==> config.mk <==
export PLATFORM = sky130hd
export DESIGN_NAME = masked_gauss_3x3_rgb_top
export DESIGN_NICKNAME = d
export VERILOG_FILES = /design/src/mg3_pkg.sv /design/src/masked_gauss_3x3_rgb_top.sv
export SDC_FILE = /design/constraint.sdc
export NUM_CORES = 1
export LEC_CHECK = 0
export CORE_MARGIN = 2
export CORE_UTILIZATION = 60
export DETAILED_ROUTE_END_ITERATION = 8
export DONT_BUFFER_PORTS = 1
export PLACE_DENSITY = 0.86
export SLEW_MARGIN = 20
export SYNTH_ARGS = -nofsm -noshare
export SYNTH_HDL_FRONTEND = slang
export SYNTH_SLANG_ARGS = --single-unit
==> constraint.sdc <==
create_clock -name clk -period 8.55 [get_ports clk]
set_input_delay 0.4275 -clock clk [delete_from_list [all_inputs] [get_ports clk]]
set_output_delay 0.4275 -clock clk [all_outputs]
set_load 0.02 [all_outputs]
==> src/mg3_pkg.sv <==
// Shared types and constants for the masked 3x3 Gaussian RGB blur.
// Holds the pixel and result transaction structs, the sequencer states
// and the kernel weight lookup. No dependencies.
`default_nettype none

package mg3_pkg;

  // Channel width of an incoming pixel
  localparam int PIXEL_BITS = 8;
  // Weighted channel sum: nine pixels, weights total 16
  localparam int SUM_W = PIXEL_BITS + 4;
  // Result channel width
  localparam int OUT_W = 12;
  // Counted weight total, at most 16
  localparam int TOT_W = 5;
  // Position inside the 3x3 window
  localparam int POS_W = 4;
  // Bit counter of the serial divider
  localparam int CNT_W = (SUM_W > 1) ? $clog2(SUM_W) : 1;

  // Channel codes for the divider pass
  localparam logic [1:0] CH_RED  = 2'd0;
  localparam logic [1:0] CH_BLUE = 2'd2;

  typedef struct packed {
    logic [PIXEL_BITS-1:0] blue_in;
    logic [PIXEL_BITS-1:0] green_in;
    logic [PIXEL_BITS-1:0] red_in;
  } pixel_t;

  typedef struct packed {
    logic [OUT_W-1:0] red_out;
    logic [OUT_W-1:0] green_out;
    logic [OUT_W-1:0] blue_out;
    logic             zero_weight;
  } result_t;

  typedef enum logic [1:0] {
    ST_IDLE,
    ST_LOAD,
    ST_DIV,
    ST_DONE
  } state_t;

  // Kernel 1 2 1 / 2 4 2 / 1 2 1 as a left-shift amount.
  // Positions past the end act as the last tap (weight 1).
  function automatic logic [1:0] kernel_shift(input logic [POS_W-1:0] pos);
    logic [1:0] sh;
    case (pos) inside
      4'd4: begin
        sh = 2'd2;
      end
      4'd1, 4'd3, 4'd5, 4'd7: begin
        sh = 2'd1;
      end
      default: begin
        sh = 2'd0;
      end
    endcase
    return sh;
  endfunction

endpackage

`default_nettype wire

==> src/masked_gauss_3x3_rgb_top.sv <==
// After a window's ninth pixel is accepted, three serial divisions (one per channel,
// a load step and then one step per quotient bit) run before the result is registered.
// Throughput: one pixel per cycle for the first eight pixels; the ninth starts
// the shared restoring divider, and no pixel is taken until its result is latched.
// Reset (rst, synchronous): clears accumulators, window position and output valid.
// Masked 3x3 Gaussian blur of RGB pixels; uses mg3_pkg.
`default_nettype none

module masked_gauss_3x3_rgb_top (
  input  wire logic            clk,
  input  wire logic            rst,
  input  wire logic            pix_valid,
  output logic                 pix_ready,
  input  wire mg3_pkg::pixel_t pix,
  output logic                 res_valid,
  input  wire logic            res_ready,
  output mg3_pkg::result_t     res
);

  mg3_pkg::state_t state;
  mg3_pkg::state_t state_next;

  // Window accumulators
  logic [mg3_pkg::SUM_W-1:0] sum [3];
  logic [mg3_pkg::SUM_W-1:0] sum_acc [3];
  logic [mg3_pkg::TOT_W-1:0] total;
  logic [mg3_pkg::POS_W-1:0] pos;

  // Serial divider state
  logic [1:0]                ch;
  logic [mg3_pkg::CNT_W-1:0] bit_cnt;
  logic [mg3_pkg::TOT_W-1:0] rem;
  logic [mg3_pkg::SUM_W-1:0] dq;

  logic [1:0]                sh;
  logic                      pix_counted;
  logic                      pos_last;
  logic [mg3_pkg::TOT_W-1:0] weight;
  logic [mg3_pkg::TOT_W:0]   trial;
  logic                      quo_bit;
  logic [mg3_pkg::TOT_W-1:0] rem_step;
  logic [mg3_pkg::SUM_W-1:0] dq_step;
  logic                      bit_last;
  logic                      out_free;
  logic                      pix_take;

  // Per-pixel weighted accumulate
  always_comb begin
    sh          = mg3_pkg::kernel_shift(pos);
    pos_last    = pos[mg3_pkg::POS_W-1];
    weight      = mg3_pkg::TOT_W'(1) << sh;
    pix_counted = (pix.red_in != '0) && (pix.green_in != '0) && (pix.blue_in != '0);
    sum_acc[0]  = sum[0] + (mg3_pkg::SUM_W'(pix.red_in) << sh);
    sum_acc[1]  = sum[1] + (mg3_pkg::SUM_W'(pix.green_in) << sh);
    sum_acc[2]  = sum[2] + (mg3_pkg::SUM_W'(pix.blue_in) << sh);
  end

  // Restoring divider step: one quotient bit per cycle
  always_comb begin
    trial    = {rem, dq[mg3_pkg::SUM_W-1]};
    quo_bit  = (trial >= {1'b0, total});
    rem_step = quo_bit ? mg3_pkg::TOT_W'(trial - {1'b0, total})
                       : trial[mg3_pkg::TOT_W-1:0];
    dq_step  = {dq[mg3_pkg::SUM_W-2:0], quo_bit};
    bit_last = (bit_cnt == mg3_pkg::CNT_W'(mg3_pkg::SUM_W - 1));
  end

  assign out_free = !res_valid || res_ready;

  // Next state
  always_comb begin
    state_next = state;
    unique case (state)
      mg3_pkg::ST_IDLE: begin
        if (pix_valid && pos_last) state_next = mg3_pkg::ST_LOAD;
      end
      mg3_pkg::ST_LOAD: begin
        state_next = mg3_pkg::ST_DIV;
      end
      mg3_pkg::ST_DIV: begin
        if (bit_last) begin
          state_next = (ch == mg3_pkg::CH_BLUE) ? mg3_pkg::ST_DONE : mg3_pkg::ST_LOAD;
        end
      end
      mg3_pkg::ST_DONE: begin
        if (out_free) state_next = mg3_pkg::ST_IDLE;
      end
      default: begin
        state_next = mg3_pkg::ST_IDLE;
      end
    endcase
  end

  // State outputs
  always_comb begin
    pix_ready = 1'b0;
    unique case (state)
      mg3_pkg::ST_IDLE: pix_ready = 1'b1;
      mg3_pkg::ST_LOAD: pix_ready = 1'b0;
      mg3_pkg::ST_DIV:  pix_ready = 1'b0;
      mg3_pkg::ST_DONE: pix_ready = 1'b0;
      default:          pix_ready = 1'b0;
    endcase
  end

  assign pix_take = pix_valid && pix_ready;

  // Sequencer and datapath registers
  always_ff @(posedge clk) begin
    if (rst) begin
      state     <= mg3_pkg::ST_IDLE;
      pos       <= '0;
      total     <= '0;
      sum[0]    <= '0;
      sum[1]    <= '0;
      sum[2]    <= '0;
      ch        <= mg3_pkg::CH_RED;
      bit_cnt   <= '0;
      res_valid <= 1'b0;
    end else begin
      state <= state_next;
      // in the done state the output register is reloaded instead
      if (res_valid && res_ready && state != mg3_pkg::ST_DONE) res_valid <= 1'b0;

      case (state)
        mg3_pkg::ST_IDLE: begin
          if (pix_take) begin
            sum[0] <= sum_acc[0];
            sum[1] <= sum_acc[1];
            sum[2] <= sum_acc[2];
            if (pix_counted) total <= total + weight;
            if (!pos_last) pos <= pos + 1'b1;
            ch <= mg3_pkg::CH_RED;
          end
        end
        mg3_pkg::ST_LOAD: begin
          dq      <= sum[ch];
          rem     <= '0;
          bit_cnt <= '0;
        end
        mg3_pkg::ST_DIV: begin
          dq      <= dq_step;
          rem     <= rem_step;
          bit_cnt <= bit_cnt + 1'b1;
          // quotient replaces the channel sum
          if (bit_last) begin
            sum[ch] <= dq_step;
            ch      <= ch + 1'b1;
          end
        end
        mg3_pkg::ST_DONE: begin
          if (out_free) begin
            res_valid <= 1'b1;
            if (total == '0) begin
              res.red_out     <= '0;
              res.green_out   <= '0;
              res.blue_out    <= '0;
              res.zero_weight <= 1'b1;
            end else begin
              res.red_out     <= mg3_pkg::OUT_W'(sum[0]);
              res.green_out   <= mg3_pkg::OUT_W'(sum[1]);
              res.blue_out    <= mg3_pkg::OUT_W'(sum[2]);
              res.zero_weight <= 1'b0;
            end
            // clear window for the next one
            sum[0] <= '0;
            sum[1] <= '0;
            sum[2] <= '0;
            total  <= '0;
            pos    <= '0;
          end
        end
        default: begin
        end
      endcase
    end
  end

endmodule

`default_nettype wire

[After elaboration in Yosys (flattened, before gate mapping)]
Memory sizes are Yosys's and may differ from the RTL's. A register that Yosys moved wholly into a read port is not among the register bits.
Cells that the tools add are included.
Word-level totals
  output and inout bits: 39
  word-level logic and storage cells: 129
  memories: 1
  flip-flop bits (word level): 72
  input port bits: 28
  RAM bits: 36
Cells by class
  multiplexer cells: 52
  bitwise operators: 7
  shifts and indexed selects: 4
  magnitude comparators: 1
  equality and inequality tests: 17
  reductions and logical operators: 26
  add/sub/neg operators: 8
Memory list
  sum: words 3, width 12, read ports 4, clocked after Yosys merged registers in 1, write ports 3, line masked_gauss_3x3_rgb_top.sv:24  | logic [mg3_pkg::SUM_W-1:0] sum [3];
Operator list (number)
  12-bit two-way mux: 7
  12-bit adder: 3
  8-bit by 2-bit << shifter with 12-bit output: 3
  12-bit one-hot mux with 2 select lines: 1
  8-bit nonzero test: 3
  1-bit two-way mux: 20
  2-bit two-way mux: 10
  5-bit two-way mux: 4
  5-bit one-hot mux with 2 select lines: 2
  4-bit one-hot mux with 2 select lines: 2
  2-bit inequality test, second input constant: 7
  4-bit by 3-bit equality test with 1-bit output, second input constant: 3
  4-bit two-way mux: 3
  3-bit AND reduction: 4
  12-bit OR reduction: 1
  4-bit by 1-bit adder with 4-bit output, second input constant: 2
  2-bit one-hot mux with 4 select lines: 1
  4-bit AND reduction: 2
  2-bit equality test, second input constant: 3
  6-bit by 5-bit greater-or-equal comparator with 1-bit output: 1
  1-bit logical AND: 6
  1-bit OR: 6
  2-bit nonzero test: 3
  5-bit adder: 1
  17 further kinds: 17

[Longest topological paths before layout]
  depth after elaboration: 11
  mapped depth: 16

[Worst setup path after synthesis]
OpenSTA, ideal clock, no wires.
  kind: flip-flop to flip-flop
  start point: reg pos[0] in the netlist's numbering
  end point: mem sum[1][10] in the netlist's numbering (data pin)
  arrival time: 2980 ps
  path buffers: 2
  setup slack: 5314 ps
  data required time: 8294 ps
  cell stages (with the launch flop): 16
  path through: dfxtp_1 > inv_1 > ha_1 > nand2_1 > or2_2 > clkbuf_1 > clkbuf_1 > and3_1 > ha_1 > fa_1 > a211oi_1 > o21ba_2 > o21ai_0 > a21oi_1 > xnor2_1 > a22o_1
RTL lines
  from (decl): line masked_gauss_3x3_rgb_top.sv:27  | logic [mg3_pkg::POS_W-1:0] pos;
  from (signal assigned): line masked_gauss_3x3_rgb_top.sv:132  | if (!pos_last) pos <= pos + 1'b1;
  to (decl): line masked_gauss_3x3_rgb_top.sv:24

==> metrics.cfg <==
[cts]
cts_buffers=17
cts_resized=0
clk_latency_ns=0.43
htreeDepth=4
postCtsSetupRepairBufs=0
cts_num_sinks=122
cts_tree=yes
clock_path_buffers=2
cts_hold_buf=0
root_buffer=clkbuf_16
path_clk_slew_ns=0.06

[timing]
finClkSkew_ns=0.00717
worstMarginPinSlew_ns=1.03
fin_crit_sh_pct=51.7
finalHoldViolations=0
slew_headroom_pct=31.1
setup_viol=0
tns_ns=0
setup_ws_ns=4.13
finalHoldWorstSlack_ns=0.0691
min_period_ns=4.42
maxSlewViolCount=0
rsz0062_at_grt=no
max_freq_mhz=226

[placed_design]
portBuffers=0
place_area_um2=7740
dp_hpwl_um=14500
place_congestion=1.02
preCtsSetupSlack_ns=4.32

[setup_path]
critPathLaunchType=flip-flop
worstPathMaxFanout=22
crit_slowest_cell=inv_1
startpoint=pos[0]
path_cells=inv_1, ha_1, nand2_1, nand2_1, inv_1, nand2_1, a31oi_1, ha_1, o21ai_0, nor2_1, o31ai_2, a32oi_1, xor2_1, a22o_1
r2r-start=pos[0]
cp-end-kind=flip-flop
crit_buf_inv=2
cp.required_ns=8.73
critPathKind=reg2reg
path_common_cell=nand2_1
cp_top_family=compound AO/OA/AOI/OAI gates
cpPeakStageDelay_ns=0.75
crit_arrival_ns=4.60

[floorplanning]
die_width_um=117
ioPinCount=67
start_util_pct=61.0
die_h_um=117
num_rows=41
core-area_um2=12500
dieArea_um2=13700

[finish]
layout-drive-gt1-share_pct=9.49
n_antenna_cell=0
final_area_um2=8410
nets=811
synthToLayoutAreaGrowth_pct=10.1

[power]
leakagePower_nw=3.25
p_total_mw=1.83
sw_frac_of_total_pct=25.9
pwr-share-clk_pct=43.8
p_comb_share_pct=17.5
p_seq_share_pct=38.7
cellInternalPower_mw=1.36
ir_drop_v=0.000119
power.switching_mw=0.475
power_density_nw_per_um2=218

[yosys]
synthTopCellsByCount=edfxtp_1, nand2_1, nor2_1
synth_top_area_cell=edfxtp_1
synth_area_um2=7640
ys_seq_elements=122
synth_ff_type=edfxtp_1
synth_cell_type_count=64
seq_area_frac_synth_pct=45.3
synth_top_cell_area_share_pct=40.1
synthTopCellsByArea=edfxtp_1, ha_1, dfxtp_1, nand2_1, mux4_2
synth.yosys.warnings=0
syn-instance-count=731
synth_edf_count=102
syn_avg_cell_area_um2=10.5
synth_most_common_cell=edfxtp_1
async_flop_share_pct=0

[min_path]
hold_path_startpoint=rst
hp-class=in2reg

[grt]
grt_use_total_pct=31.3
first_global_vias=5946
overflow=0
grt_pass1_wl_um=31500
grt_max_degree=38
antenna_found_initial=0

[routing]
vias=5838
viasPerCell=6.42
detail_route.wl_per_cell_um=21.8
drt_iter0_markers=619
antenna_left=0
drtPass1Iterations=5
drc=0
drt-total-wl_um=19800

[run_status]
status=completed

[job]
maxCapViolCount=0

## final timing paths
kind	endpoint	slack [ns]	cells past startpoint
max reg2reg	sum[2][11]	4.13	14
max	sum[2][11]	4.13	14
min reg2reg	bit_cnt[1]	0.50	2
min	state[1]	0.07	1
## power groups by stage
stage	logic (mW)	clock network (mW)	registers [mW]
after floorplan	0.253	0	0.702
after global placement	0.293	0	0.719
after detailed placement	0.309	0	0.720
after CTS	0.315	0.809	0.708
after global routing	0.355	0.840	0.709
final	0.320	0.803	0.709
## logic make-up after synthesis
family / share of synthesized area, %
mux: 4.86
simple gates: 17.5
fa+ha+maj: 9.99
xor+xnor: 2.87
other cells: 0.0491
buf+inv: 3.27
compound gates: 16.1
flops: 45.3
## placed cells by master, fill, tap and decap left out, drive strengths merged, types with 10 or more instances in the layout
cell / n
mux4: 12
a21o: 13
ha: 53
nor2: 62
and2: 10
o21ai: 20
xnor2: 12
nor3: 19
a31oi: 15
clkbuf: 18
a21oi: 35
a211oi: 18
dfxtp: 20
xor2: 13
edfxtp: 102
nor2b: 42
inv: 26
nand3: 10
a22o: 27
nand2: 99
## layout make-up
cell class	count	area, µm²
tap	172	215
inverter	27	101
clock inverter	14	226
multi-input combinational	555	3950
clock buffer	18	429
timing repair buffer	2	27.5
sequential	122	3460
fill	936	4100
## metrics by stage
step                      utilization, %  cells
after CTS                           67.1    909
after floorplan                        -    734
after detailed placement            61.8    877
final                               67.2    910
after global routing                67.2    910
after global placement              61.8    877
## sequential cells by signal, indices dropped and copies added, names as in the netlist, named ones only
register	flops
rem	5
res_valid	1
sum	48
res	37
bit_cnt	4
ch	2
total	5
state	2
pos	4
dq	12
## routing by layer
| metal | GRT usage, % | part of all wire (%) | up-vias |
|---|---|---|---|
| li1 | - | - | 2692 |
| met2 | 51.3 | 48 | 282 |
| met3 | 8.34 | 7.3 | 92 |
| met1 | 36.5 | 38 | 2772 |
| met5 | 0 | 0 | - |
| met4 | 20.2 | 6.2 | 0 |
No activity file was read; power rests on OpenSTA's default activity.
